==> src/rtl/stp_pkg.sv <==
// Shared types and constants for the step/direction pulse generator.
// Holds the command codes, field widths and the item and result structs.
// No dependencies; every other file in rtl imports this package.
package stp_pkg;

    localparam int POS_W     = 32;
    localparam int PERIOD_W  = 24;
    localparam int CMD_W     = 3;
    localparam int S_TDATA_W = 40;
    localparam int M_TDATA_W = 72;

    localparam logic [PERIOD_W-1:0] ELAPSED_MAX = {PERIOD_W{1'b1}};

    typedef enum logic [CMD_W-1:0] {
        CMD_TICK       = 3'd0,
        CMD_SET_TARGET = 3'd1,
        CMD_SET_DIR    = 3'd2,
        CMD_ABORT      = 3'd3,
        CMD_FORCE_LOW  = 3'd4
    } cmd_t;

    typedef struct packed {
        logic [CMD_W-1:0] cmd;
        logic [POS_W-1:0] target_position;
        logic             clockwise;
    } item_t;

    typedef struct packed {
        logic             step_pin;
        logic             dir_pin;
        logic [POS_W-1:0] position;
        logic [POS_W-1:0] steps_left;
        logic             busy_res;
    } result_t;

endpackage

==> src/rtl/stp_in_stage.sv <==
// Input register for the pulse generator: captures one transaction from the
// slave stream and holds it until the core consumes it.
// Depends on stp_pkg for the item struct.
module stp_in_stage (
    input  logic                         clk,
    input  logic                         rst_n,
    input  logic                         s_tvalid,
    output logic                         s_tready,
    input  logic [stp_pkg::S_TDATA_W-1:0] s_tdata,
    input  logic [stp_pkg::CMD_W-1:0]    s_tuser,
    input  logic                         advance,
    output stp_pkg::item_t               item,
    output logic                         item_valid
);
    import stp_pkg::*;

    logic  valid_reg;
    logic  valid_next;
    item_t item_reg;
    logic  load;

    assign s_tready = !valid_reg || advance;
    assign load     = s_tvalid && s_tready;

    always_comb
    begin
        valid_next = valid_reg;
        if (load)
        begin
            valid_next = 1'b1;
        end
        else if (advance)
        begin
            valid_next = 1'b0;
        end
    end

    always_ff @(posedge clk or negedge rst_n)
    begin
        if (!rst_n)
        begin
            valid_reg <= 1'b0;
        end
        else
        begin
            valid_reg <= valid_next;
        end
    end

    always_ff @(posedge clk)
    begin
        if (load)
        begin
            item_reg.cmd             <= s_tuser;
            item_reg.target_position <= s_tdata[POS_W-1:0];
            item_reg.clockwise       <= s_tdata[POS_W];
        end
    end

    assign item       = item_reg;
    assign item_valid = valid_reg;

endmodule

==> src/rtl/stp_core.sv <==
// Motion state of the pulse generator: position, remaining steps, elapsed
// time, pulse phase, step level and direction, plus the period register.
// Depends on stp_pkg; applies one item per cycle when exec is high.
module stp_core (
    input  logic                        clk,
    input  logic                        rst_n,
    input  logic                        cfg_wr_en,
    input  logic [stp_pkg::PERIOD_W-1:0] cfg_wr_data,
    input  logic                        exec,
    input  stp_pkg::item_t              item,
    output stp_pkg::result_t            result
);
    import stp_pkg::*;

    logic [PERIOD_W-1:0] period_reg;
    logic [POS_W-1:0]    pos_reg,     pos_next;
    logic [POS_W-1:0]    rem_reg,     rem_next;
    logic [PERIOD_W-1:0] elapsed_reg, elapsed_next;
    logic                phase_reg,   phase_next;
    logic                step_reg,    step_next;
    logic                cw_reg,      cw_next;

    logic [PERIOD_W-1:0] elapsed_inc;
    logic [PERIOD_W-1:0] half_period;
    logic [POS_W:0]      diff_fwd;
    logic [POS_W:0]      diff_rev;
    logic                dist_positive;

    assign elapsed_inc = (elapsed_reg == ELAPSED_MAX) ? elapsed_reg
                                                      : elapsed_reg + 1'b1;
    assign half_period = period_reg >> 1;

    assign diff_fwd = {item.target_position[POS_W-1], item.target_position}
                    - {pos_reg[POS_W-1], pos_reg};
    assign diff_rev = {pos_reg[POS_W-1], pos_reg}
                    - {item.target_position[POS_W-1], item.target_position};
    assign dist_positive = !diff_fwd[POS_W] && (diff_fwd != '0);

    always_comb
    begin
        pos_next     = pos_reg;
        rem_next     = rem_reg;
        elapsed_next = elapsed_reg;
        phase_next   = phase_reg;
        step_next    = step_reg;
        cw_next      = cw_reg;
        if (exec)
        begin
            unique case (item.cmd)
                CMD_TICK:
                begin
                    elapsed_next = elapsed_inc;
                    if ((rem_reg != '0) && (elapsed_inc >= half_period))
                    begin
                        elapsed_next = '0;
                        phase_next   = !phase_reg;
                        if (phase_reg)
                        begin
                            step_next = 1'b0;
                            rem_next  = rem_reg - 1'b1;
                            pos_next  = cw_reg ? pos_reg + 1'b1 : pos_reg - 1'b1;
                        end
                        else
                        begin
                            step_next = 1'b1;
                        end
                    end
                end
                CMD_SET_TARGET:
                begin
                    cw_next  = dist_positive;
                    rem_next = dist_positive ? diff_fwd[POS_W-1:0]
                                             : diff_rev[POS_W-1:0];
                end
                CMD_SET_DIR:
                begin
                    cw_next = item.clockwise;
                end
                CMD_ABORT:
                begin
                    rem_next = '0;
                end
                CMD_FORCE_LOW:
                begin
                    step_next = 1'b0;
                end
                default:
                begin
                end
            endcase
        end
    end

    always_ff @(posedge clk or negedge rst_n)
    begin
        if (!rst_n)
        begin
            period_reg  <= '0;
            pos_reg     <= '0;
            rem_reg     <= '0;
            elapsed_reg <= '0;
            phase_reg   <= 1'b0;
            step_reg    <= 1'b0;
            cw_reg      <= 1'b1;
        end
        else
        begin
            if (cfg_wr_en)
            begin
                period_reg <= cfg_wr_data;
            end
            pos_reg     <= pos_next;
            rem_reg     <= rem_next;
            elapsed_reg <= elapsed_next;
            phase_reg   <= phase_next;
            step_reg    <= step_next;
            cw_reg      <= cw_next;
        end
    end

    assign result.step_pin   = step_reg;
    assign result.dir_pin    = !cw_reg;
    assign result.position   = pos_reg;
    assign result.steps_left = rem_reg;
    assign result.busy_res   = (rem_reg != '0);

    // The position moves only when the pulse phase falls.
    assert property (@(posedge clk) disable iff (!rst_n)
        (pos_reg != $past(pos_reg)) |-> $fell(phase_reg))
        else $error("position moved without a falling pulse phase");

    // Without a new target the remaining step count never grows.
    assert property (@(posedge clk) disable iff (!rst_n)
        (exec && (item.cmd != CMD_SET_TARGET)) |=> (rem_reg <= $past(rem_reg)))
        else $error("remaining steps grew without a set_target");

    // Nothing but an executed item changes the motion state.
    assert property (@(posedge clk) disable iff (!rst_n)
        !exec |=> ($stable(pos_reg) && $stable(rem_reg) && $stable(elapsed_reg)))
        else $error("motion state changed while no item was executed");

endmodule

==> src/rtl/stepper_step_dir_pulse_generator_unit.sv <==
// Top level of the step/direction pulse generator.
// Instantiates stp_in_stage and stp_core; depends on stp_pkg.
//
// Usage:
//   The slave stream carries one command per transaction: s_tuser holds the
//   command code and s_tdata the target position and the direction flag.
//   A tick command stands for one microsecond of time. Every transaction
//   produces exactly one result on the master stream, showing the step and
//   direction levels, the position and the remaining steps after it.
//   The period register is written through cfg_wr_en and cfg_wr_data while
//   no transaction is in flight.
// Pipeline:
//   An accepted transaction is held in the input register and then executed
//   into the motion state registers. One transaction is accepted every cycle
//   while the master side does not stall. The motion state registers double
//   as the result register; the input register lets a new transaction be
//   taken while a result waits on the master side.
// Reset:
//   rst_n clears the position, the step count, the timer, the period and
//   the step level, and sets the direction to clockwise.
// Stall:
//   While a result waits and m_tready is low the result holds, the state does
//   not advance, and s_tready drops once the input register is full.
module stepper_step_dir_pulse_generator_unit (
    input  logic                          clk,
    input  logic                          rst_n,
    input  logic                          cfg_wr_en,
    input  logic [stp_pkg::PERIOD_W-1:0]  cfg_wr_data,
    input  logic                          s_tvalid,
    output logic                          s_tready,
    // Fields from bit 0: target_position[31:0], clockwise[32], zero pad.
    input  logic [stp_pkg::S_TDATA_W-1:0] s_tdata,
    // Fields from bit 0: cmd[2:0].
    input  logic [stp_pkg::CMD_W-1:0]     s_tuser,
    output logic                          m_tvalid,
    input  logic                          m_tready,
    // Fields from bit 0: step_pin[0], dir_pin[1], position[33:2],
    // steps_left[65:34], busy_res[66], zero pad.
    output logic [stp_pkg::M_TDATA_W-1:0] m_tdata
);
    import stp_pkg::*;

    item_t   item;
    logic    item_valid;
    logic    advance;
    result_t result;
    logic    m_valid_reg;
    logic    m_valid_next;

    assign advance = item_valid && (!m_valid_reg || m_tready);

    stp_in_stage u_in_stage (
        .clk        (clk),
        .rst_n      (rst_n),
        .s_tvalid   (s_tvalid),
        .s_tready   (s_tready),
        .s_tdata    (s_tdata),
        .s_tuser    (s_tuser),
        .advance    (advance),
        .item       (item),
        .item_valid (item_valid)
    );

    stp_core u_core (
        .clk         (clk),
        .rst_n       (rst_n),
        .cfg_wr_en   (cfg_wr_en),
        .cfg_wr_data (cfg_wr_data),
        .exec        (advance),
        .item        (item),
        .result      (result)
    );

    always_comb
    begin
        m_valid_next = m_valid_reg;
        if (advance)
        begin
            m_valid_next = 1'b1;
        end
        else if (m_tready)
        begin
            m_valid_next = 1'b0;
        end
    end

    always_ff @(posedge clk or negedge rst_n)
    begin
        if (!rst_n)
        begin
            m_valid_reg <= 1'b0;
        end
        else
        begin
            m_valid_reg <= m_valid_next;
        end
    end

    assign m_tvalid = m_valid_reg;
    assign m_tdata  = {{(M_TDATA_W - 2*POS_W - 3){1'b0}},
                       result.busy_res,
                       result.steps_left,
                       result.position,
                       result.dir_pin,
                       result.step_pin};

    // A full input register behind a stalled result must block the slave.
    assert property (@(posedge clk) disable iff (!rst_n)
        (item_valid && m_valid_reg && !m_tready) |-> !s_tready)
        else $error("input accepted while both stages are stalled");

    // Every executed item leaves a result pending on the next cycle.
    assert property (@(posedge clk) disable iff (!rst_n)
        advance |=> m_valid_reg)
        else $error("executed transaction produced no result");

    // A pending result that is not taken blocks execution of the next item.
    assert property (@(posedge clk) disable iff (!rst_n)
        (m_valid_reg && !m_tready) |-> !advance)
        else $error("item executed over a result still waiting");

endmodule

==> config.mk <==
export PLATFORM = sky130hd
export DESIGN_NAME = stepper_step_dir_pulse_generator_unit
export DESIGN_NICKNAME = d
export VERILOG_FILES = /design/src/rtl/stp_pkg.sv /design/src/rtl/stp_in_stage.sv /design/src/rtl/stp_core.sv /design/src/rtl/stepper_step_dir_pulse_generator_unit.sv
export SDC_FILE = /design/constraint.sdc
export NUM_CORES = 1
export LEC_CHECK = 0
export BUFFER_PORTS_ARGS = -buffer_cell sky130_fd_sc_hd__buf_2
export CORE_ASPECT_RATIO = 0.75
export CORE_UTILIZATION = 60
export CTS_CLUSTER_DIAMETER = 150
export DETAILED_ROUTE_END_ITERATION = 16
export PLACE_DENSITY = 0.82
export SLEW_MARGIN = 10
export SYNTH_ARGS = -nofsm -noshare
export SYNTH_HDL_FRONTEND = slang
export SYNTH_SLANG_ARGS = --single-unit
==> constraint.sdc <==
create_clock -name clk -period 6.78 [get_ports clk]
set_input_delay 1.695 -clock clk [delete_from_list [all_inputs] [get_ports clk]]
set_output_delay 1.695 -clock clk [all_outputs]
set_load 0.01 [all_outputs]
# Word level (Yosys, flattened, before mapping)
# Cells that the tools add are included.
# Widths: inputs -> output; s select.
[word_totals]
ff_bits = 153
latch_bits = 0
mem_bits_rw = 0
romBits = 0
n_memories = 0
[classes]
addsub = 6
mul = 0
div_mod_pow = 0
n_lt_le_gt_ge = 1
n_eq_ne = 7
n_shift = 0
n_mux = 15
bitwise_logic = 0
n_reduce_logical = 25
[ops]
columns = ["operator", "n"]
rows = [
  ["$mux 32", 4],
  ["$pmux 32 s3", 1],
  ["$sub 32x1->32 const B", 2],
  ["$mux 24", 2],
  ["$reduce_bool 33->1", 1],
  ["$sub 32x32->33", 1],
  ["$add 32x1->32 const B", 1],
  ["$reduce_bool 32->1", 1],
  ["$sub 32x32->32", 1],
  ["$add 24x1->24 const B", 1],
  ["$eq 24x24->1 const B", 1],
  ["$ge 24x23->1", 1],
  ["$reduce_and 4->1", 2],
  ["$reduce_bool 2->1", 4],
  ["$eq 3x2->1 const B", 2],
  ["$mux 1", 6],
  ["$reduce_and 3->1", 2],
  ["$logic_not 1->1", 5],
  ["$logic_and 1x1->1", 4],
  ["$ne 2x1->1 const B", 2],
  ["$pmux 1 s2", 2],
  ["$reduce_and 2->1", 2],
  ["$eq 3x1->1 const B", 1],
  ["$eq 3x3->1 const B", 1],
  ["other kinds (3)", 4],
]

# Depth between registers and ports, before layout
# Gate-level depths: netlist (run 1).
[logic_depth]
ltp_word = 6
ltp_mapped = 24
mapped_depth_nobuf = 22

# By module
# A second synthesis (run 1) with hierarchy kept.
[unflattened]
hier_cells = 1624
area_unflattened_um2 = 13292.7
[by_module_without_submodules]
columns = ["module", "instances", "cells_each", "area_each_um2"]
rows = [
  ["stp_core", 1, 1574, 12072.8],
  ["stp_in_stage", 1, 40, 1134.8],
  ["stepper_step_dir_pulse_generator_unit", 1, 10, 85.1],
]

# Worst setup path before layout (run 1)
# Ideal clock, no wire load.
[synth_timing]
path_kind = "flip-flop to flip-flop"
start = "register u_core.elapsed_reg[11]"
end = "register u_core.rem_reg[18]"
arrival_ns = 4.579
required_time_ns = 6.646
setup_slack_ns = 2.067
stages_incl_launch_ff = 25
n_path_buf = 2
path_cell_list = "dfrtp_1 -> clkbuf_1 -> nand4_1 -> or3_1 -> nor4_2 -> nor2_1 -> nand3_1 -> nor2_1 -> nand2_1 -> xnor2_1 -> ha_1 -> a21o_1 -> a21oi_1 -> o211ai_1 -> a21oi_1 -> nor2b_1 -> nand4_1 -> o311a_1 -> nor2_2 -> a31oi_1 -> nor2_1 -> clkbuf_1 -> o21ai_0 -> a21oi_1 -> o31ai_1"
[synth_between]
elab_chain_cells = 6
elab_cells_between_ends = 7
classes_between = "1 x add/sub; 1 x order compare; 2 x eq/ne; 1 x mux; 2 x reduce/logical"
[synth_rtl]
columns = ["item", "line_no", "rtl"]
rows = [
  ["from (decl)", "stp_core.sv:18", "logic [PERIOD_W-1:0] elapsed_reg, elapsed_next;"],
  ["from (signal assigned)", "stp_core.sv:114", "elapsed_reg <= elapsed_next;"],
  ["$add 24x1->24 or $eq 24x24->1 (tied branches)", "stp_core.sv:30, stp_core.sv:29", ""],
  ["$mux 24 *", "stp_core.sv:29", "assign elapsed_inc = (elapsed_reg == ELAPSED_MAX) ? elapsed_reg"],
  ["$ge 24x23->1 *", "stp_core.sv:53", "if ((rem_reg != '0) && (elapsed_inc >= half_period))"],
  ["$logic_and 1x1->1 *", "stp_core.sv:53", ""],
  ["$ne 2x1->1 (no source line) *", "-", ""],
  ["$reduce_and 4->1 (no source line) *", "-", ""],
  ["to (signal assigned)", "stp_core.sv:113", "rem_reg <= rem_next;"],
  ["to (decl)", "stp_core.sv:17", "logic [POS_W-1:0] rem_reg, rem_next;"],
]
# Mark *: on every way between the ends. The rest lies on a longest branch, timed or not.
# A chain may end at the register's enable or synchronous reset.

# Final worst setup path (run 1)
[layout_timing]
start = "register u_core.elapsed_reg[6]"
end = "register u_core.rem_reg[14]"
# The elaborated chain is that of the path after synthesis.

==> flow_summary_export.csv, run 1 <==
group,metric,value,unit
status,status,"completed",
yosys,synth_ff_type,"dfrtp_1",
sta,worst_slew_pin_slew,1090,ps
grt,antenna_found_initial,0,
drt,drtIter0Drc,1348,
drt,routedWlPerCell,18.1,um
sta,clock.fmax,0.163,GHz
floorplan,coreArea,0.0211,mm2
sta,grt_setup_unrepaired,"no",
placed_design,place_congestion,0.948,
sta,max_slew_margin,25.3,%
yosys,yosysMostFrequentCell,"nand2_1",
drt,via_count,12000,
sta,setup_viol,0,
drt,ant_nets,0,
floorplan,io_pins,146,
layout,antenna_cells,0,
yosys,syn_area,0.0129,mm2
layout,nets,1849,
min_path,worstHoldStart,"u_core.pos_reg[31]",
placed_design,dpl_worst_slack,788,ps
clocking,post_cts_buffers,0,
yosys,synthTopCellsByArea,"dfrtp_1 22%, ha_1 11%, edfxtp_1 8.4%",
yosys,synth.ff_latch_count,152,
clocking,cts_sinks,152,
clocking,cts_inserted_buffers,17,
clocking,clock_path_buffers,2,
yosys,async_flop_share,76.3,%
yosys,syn_area_per_cell,8.24,um2
floorplan,dieArea,0.0221,mm2
sta,slew_violations,0,
grt,grt_pass1_wl,56700,um
clocking,path_clk_slew,70,ps
yosys,yosys_warnings,0,
yosys,synth_top_cell_area_share,22.3,%
grt,grt_max_degree,80,
power_and_ir_drop,power_frac_comb,32.2,%
sta,tns,0,ps
sta,layout_setup_ws,645,ps
power_and_ir_drop,seq_power_share,38.7,%
floorplan,initial_utilization,61.1,%
layout,largest_reg_flops,36,
layout,drive_gt1_share,12.9,%
floorplan,die_w,171,um
layout,syn_to_final_growth,10.3,%
setup_path,cp.required,7150,ps
min_path,hold_depth,1,
floorplan,rows,46,
clocking,insertion_delay,450,ps
power_and_ir_drop,power_density,220,mW/mm2
clocking,cts.repair.resized,0,
yosys,synth_top_cells_by_count,"176 x nand2_1, 153 x o21ai_0, 122 x inv_1",
clocking,hold_buffers,0,
yosys,synth_cell_types,83,
drt,vias_per_cell,6.12,
sta,post-route-min-period,6130,ps
yosys,synth_top_cell_by_area,"dfrtp_1",
layout,fillers,1745,
clocking,htree_levels,4,
drt,drc,0,
floorplan,die_h,129,um
min_path,min_path_type,"reg -> reg",
power_and_ir_drop,switching_share,37.9,%
placed_design,port_buffers,132,
setup_path,crit_path_start_kind,"register",
power_and_ir_drop,internal_power,0.00194,W
grt,grt_pass1_vias,10900,
sta,hold_viol_final,0,
flow_run,maxCapViolCount,0,
setup_path,r2r_cells,23,
power_and_ir_drop,leakagePower,6.55,nW
yosys,ys_seq_area_share,30.9,%
setup_path,end_kind,"register",
setup_path,r2r_start,"u_core.elapsed_reg[6]",
layout,fin_area,0.0142,mm2
power_and_ir_drop,p_switching,0.00118,W
drt,wirelength,35400,um
setup_path,r2r-end,"u_core.rem_reg[14]",
drt,dr.pass1.iters,6,
yosys,syn_inst,1566,
clocking,root_buffer,"clkbuf_16",
min_path,holdPathEnd,"u_core.pos_reg[31]",
clocking,tritoncts,"built",
setup_path,setup.worst_path.class,"reg -> reg",
setup_path,r2r_setup_slack,650,ps
power_and_ir_drop,peakVddDrop,0.204,mV
sta,fin_skew,15.7,ps
sta,period_share,90.5,%
grt,grt_usage,32.8,%
layout,final_util,67.4,%
setup_path,cp.arrival,6510,ps
setup_path,cp_max_fo,34,
placed_design,dp_hpwl,26600,um
placed_design,postPlaceCellArea,0.0137,mm2
power_and_ir_drop,p_clk_share,29.2,%
grt,overflow,0,
yosys,synth_edf_count,36,
-- how the worst max path moves through the flow --
stage | from | endpoint | slack [ps]
after detailed placement | u_core.elapsed_reg[6] | u_core.rem_reg[14] | 790
final | u_core.elapsed_reg[6] | u_core.rem_reg[14] | 650
after global placement | u_core.elapsed_reg[6] | u_core.rem_reg[14] | 980
after CTS | u_core.elapsed_reg[6] | u_core.rem_reg[14] | 740
after global routing | u_core.elapsed_reg[6] | u_core.rem_reg[14] | 160
after floorplan | u_core.elapsed_reg[11] | u_core.rem_reg[18] | 2070
-- area by class of cell --
class,instances,area [um2],area share (%)
sequential,152,3990,28.0
timing repair buffer,144,753,5.29
inverter,122,458,3.22
clock inverter,15,119,0.835
multi-input combinational,1219,8130,57.1
tap,288,360,2.53
clock buffer,17,425,2.99
-- worst max-delay path: stages, from the launching register on --
cell	delay, ps
dfrtp_1	450
nand4_1	220
or3_1	440
nor4_2	520
nor2_1	280
nand3_1	230
nor2_1	140
nand2_1	130
xnor2_1	110
ha_1	330
a21o_1	120
a21oi_1	70
o211ai_1	160
a21oi_1	100
nor2b_1	160
nand4_1	120
o311a_1	400
nor2_2	470
buf_4	310
and3_1	470
buf_4	450
a31oi_1	140
a21oi_1	120
o21bai_1	110
-- layout by cell type (no fill, tap or decap), types with 15 or more instances in the layout --
master	n
inv_1	122
xor2_1	34
ha_1	118
nor2_1	93
mux2i_1	24
o21ai_0	153
dfrtp_1	115
nand2_1	176
o31ai_1	29
buf_2	131
a21oi_1	106
o21ai_1	15
o21bai_1	17
nand3_1	40
nand4_1	19
edfxtp_1	36
o21a_1	20
clkbuf_16	17
xnor2_1	55
a21o_1	51
nor3_1	33
-- power by group through the flow --
| stage | registers, W | logic [W] | clock network [W] |
|---|---|---|---|
| after global routing | 0.00122 | 0.00111 | 0.000959 |
| after CTS | 0.00120 | 0.000993 | 0.000923 |
| after detailed placement | 0.00122 | 0.000984 | 0 |
| final | 0.00121 | 0.00101 | 0.000911 |
| after floorplan | 0.00122 | 0.000650 | 0 |
| after global placement | 0.00121 | 0.000958 | 0 |
-- through the flow --
step | total power [W] | cells | hold slack (ps)
6_report | 0.00312 | 1957 | 527
3_3_place_gp | 0.00217 | 1925 | 481
5_1_grt | 0.00329 | 1957 | 567
2_1_floorplan | 0.00187 | 1570 | 469
3_5_place_dp | 0.00220 | 1925 | 521
4_1_cts | 0.00312 | 1957 | 517
-- logic make-up after synthesis --
| family | count (synthesis) | synth area share, % |
|---|---|---|
| adder cells (fa/ha/maj) | 121 | 11.9 |
| multiplexers | 33 | 2.71 |
| buffers and inverters | 199 | 6.30 |
| AND/OR/NAND/NOR | 479 | 18.2 |
| AO/OA/AOI/OAI | 492 | 23.9 |
| XOR/XNOR | 89 | 6.04 |
| flip-flops | 152 | 30.9 |
| other | 1 | 0.0291 |
-- layer usage --
metal	vias to the layer above	global-route usage, %	part of all wire, %
met5	-	0	0
met4	0	7.62	1.4
met3	37	7.30	7.9
met2	476	48.5	42
met1	5675	48.7	48
li1	5790	-	-
No activity file was read; power rests on OpenSTA's default activity.
==> run 2: changes to the inputs <==
--- a/config.mk
+++ b/config.mk
@@ -5,13 +5,13 @@
 export SDC_FILE = /design/constraint.sdc
 export NUM_CORES = 1
 export LEC_CHECK = 0
-export BUFFER_PORTS_ARGS = -buffer_cell sky130_fd_sc_hd__buf_2
+export BUFFER_PORTS_ARGS = -buffer_cell sky130_fd_sc_hd__buf_4
 export CORE_ASPECT_RATIO = 0.75
 export CORE_UTILIZATION = 60
 export CTS_CLUSTER_DIAMETER = 150
 export DETAILED_ROUTE_END_ITERATION = 16
 export PLACE_DENSITY = 0.82
-export SLEW_MARGIN = 10
+export SLEW_MARGIN = 20
 export SYNTH_ARGS = -nofsm -noshare
 export SYNTH_HDL_FRONTEND = slang
 export SYNTH_SLANG_ARGS = --single-unit
==> run 2 against run 1 <==
Compared with the run above: largest power group unchanged; combinational power up 5%; maximum frequency up 4.8%; register-to-register slack better by 280 ps; global-route usage up 0.52 points; clock skew down 2.6 ps; flip-flop and latch count unchanged; clock-buffer cell count up 2; hold slack worse by 22 ps; critical path type unchanged; worst setup slack better by 280 ps; clock power up 8.9%; core utilization up 1.8 points; total power up 4.4%.
==> flow_summary_export.csv, run 2 (synthesis results as in run 1) <==
group,metric,value,unit
floorplan,dieArea,0.0221,mm2
power_and_ir_drop,p_switching,0.00117,W
floorplan,coreArea,0.0211,mm2
min_path,min_path_type,"reg -> reg",
sta,hold_viol_final,0,
grt,grt_pass1_wl,57300,um
drt,routed.top_layer,"met4",
grt,overflow,0,
drt,wirelength_met1,17300,um
drt,ant_nets,0,
sta,tns,0,ps
clocking,hold_buffers,0,
layout,fin_area,0.0146,mm2
sta,max_slew_margin,21.1,%
drt,routedWlPerCell,18.4,um
clocking,cts_inserted_buffers,17,
drt,wl_met2,15300,um
power_and_ir_drop,switching_share,35.8,%
sta,clock.fmax,0.171,GHz
placed_design,place_congestion,0.966,
setup_path,cp.arrival,6240,ps
power_and_ir_drop,internal_power,0.00209,W
power_and_ir_drop,peakVddDrop,0.189,mV
power_and_ir_drop,power_density,224,mW/mm2
layout,final_common_cell,"nand2_1",
sta,post-route-min-period,5860,ps
placed_design,dp_hpwl,26900,um
layout,final_cell_mix,"176 x nand2_1, 153 x o21ai_0, 144 x buf_4",
drt,vias_per_cell,6.18,
floorplan,die_h,129,um
clocking,insertion_delay,460,ps
drt,via_count,12100,
flow_run,maxCapViolCount,0,
drt,drc,0,
clocking,htree_levels,4,
clocking,post_cts_buffers,0,
layout,largest_reg_flops,36,
clocking,path_clk_slew,70,ps
clocking,cts_sinks,152,
placed_design,port_buffers,132,
setup_path,crit_path_start_kind,"register",
grt,grt_pass1_vias,11000,
drt,met3_length,2820,um
layout,syn_to_final_growth,13.1,%
floorplan,initial_utilization,61.1,%
floorplan,rows,46,
drt,dr.pass1.iters,8,
floorplan,io_pins,146,
clocking,cts.repair.resized,0,
drt,wirelength,36000,um
setup_path,cp_max_fo,34,
placed_design,postPlaceCellArea,0.0140,mm2
floorplan,die_w,171,um
sta,slew_violations,0,
sta,period_share,86.4,%
grt,antenna_found_initial,0,
sta,grt_setup_unrepaired,"no",
power_and_ir_drop,p_clk_share,30.4,%
sta,fin_skew,13.1,ps
clocking,clock_path_buffers,2,
sta,setup_viol,0,
clocking,tritoncts,"built",
grt,grt_usage,33.3,%
layout,nets,1849,
power_and_ir_drop,power_frac_comb,32.3,%
grt,grt_max_degree,62,
status,status,"completed",
power_and_ir_drop,seq_power_share,37.3,%
setup_path,cp.required,7160,ps
sta,worst_slew_pin_slew,1150,ps
layout,drive_gt1_share,12.8,%
layout,antenna_cells,0,
drt,drtIter0Drc,1590,
clocking,root_buffer,"clkbuf_16",
setup_path,setup.worst_path.class,"reg -> reg",
setup_path,end_kind,"register",
power_and_ir_drop,leakagePower,6.68,nW
## run 2: changes by cell type in the layout (fill, tap and decap cells not counted), sizes merged
| cell | delta |
|---|---|
| clkinvlp | +1 |
| clkbuf | +2 |
| inv | -5 |
| clkinv | -1 |
| bufinv | +3 |
## run 2: final timing paths
check                      slack, ps               endpoint                  start  cells after the start
max                              920     u_core.rem_reg[14]  u_core.elapsed_reg[6]                     22
min                              500     u_core.pos_reg[31]     u_core.pos_reg[31]                      1
max reg2reg                      920     u_core.rem_reg[14]  u_core.elapsed_reg[6]                     22
min reg2reg                      500     u_core.pos_reg[31]     u_core.pos_reg[31]                      1
max in group asynchronous       4140     u_core.rem_reg[11]                  rst_n                      2
min in group asynchronous       1350  u_core.period_reg[17]                  rst_n                      1
## run 2: power groups by stage
stage               combinational [W]  clock [W]  sequential, W
floorplan                    0.000650          0        0.00122
global route                  0.00116    0.00104        0.00123
global placement              0.00101          0        0.00122
finish                        0.00106   0.000992        0.00122
CTS                           0.00104   0.000997        0.00121
detailed placement            0.00103          0        0.00123
## run 2: final cells by class
cell class / instances / area [um2]
tap: 288 / 360
clock buffer: 19 / 433
inverter: 122 / 458
timing repair buffer: 144 / 1080
sequential: 152 / 3990
fill: 1739 / 6520
multi-input combinational: 1219 / 8130
clock inverter: 13 / 154
## run 2: metal layers
layer | vias to the layer above | GRT usage [%]
li1 | 5798 | -
met1 | 5735 | 50.1
met2 | 502 | 49.3
met3 | 52 | 5.96
met4 | 0 | 8.61
met5 | - | 0
## run 2: stage by stage
stage          cells  hold slack (ps)  util [%]  power (W)  worst slack, ps
6_report        1957              505      69.1    0.00326              925
5_1_grt         1957              535      69.1    0.00343              540
4_1_cts         1957              505      69.1    0.00325             1030
3_5_place_dp    1925              497      66.3    0.00226             1110
3_3_place_gp    1925              491      66.3    0.00223             1220
2_1_floorplan   1570              469         -    0.00187             2070
## run 2: worst max-delay path: stages (launching register included)
cell	delay, ps
dfrtp_1	470
nand4_1	220
or3_1	450
nor4_2	540
nor2_1	280
nand3_1	220
nor2_1	120
nand2_1	120
xnor2_1	110
ha_1	320
a21o_1	110
a21oi_1	70
o211ai_1	170
a21oi_1	90
nor2b_1	160
nand4_1	130
o311a_1	400
nor2_2	430
and3_1	520
buf_4	440
a31oi_1	140
a21oi_1	120
o21bai_1	110
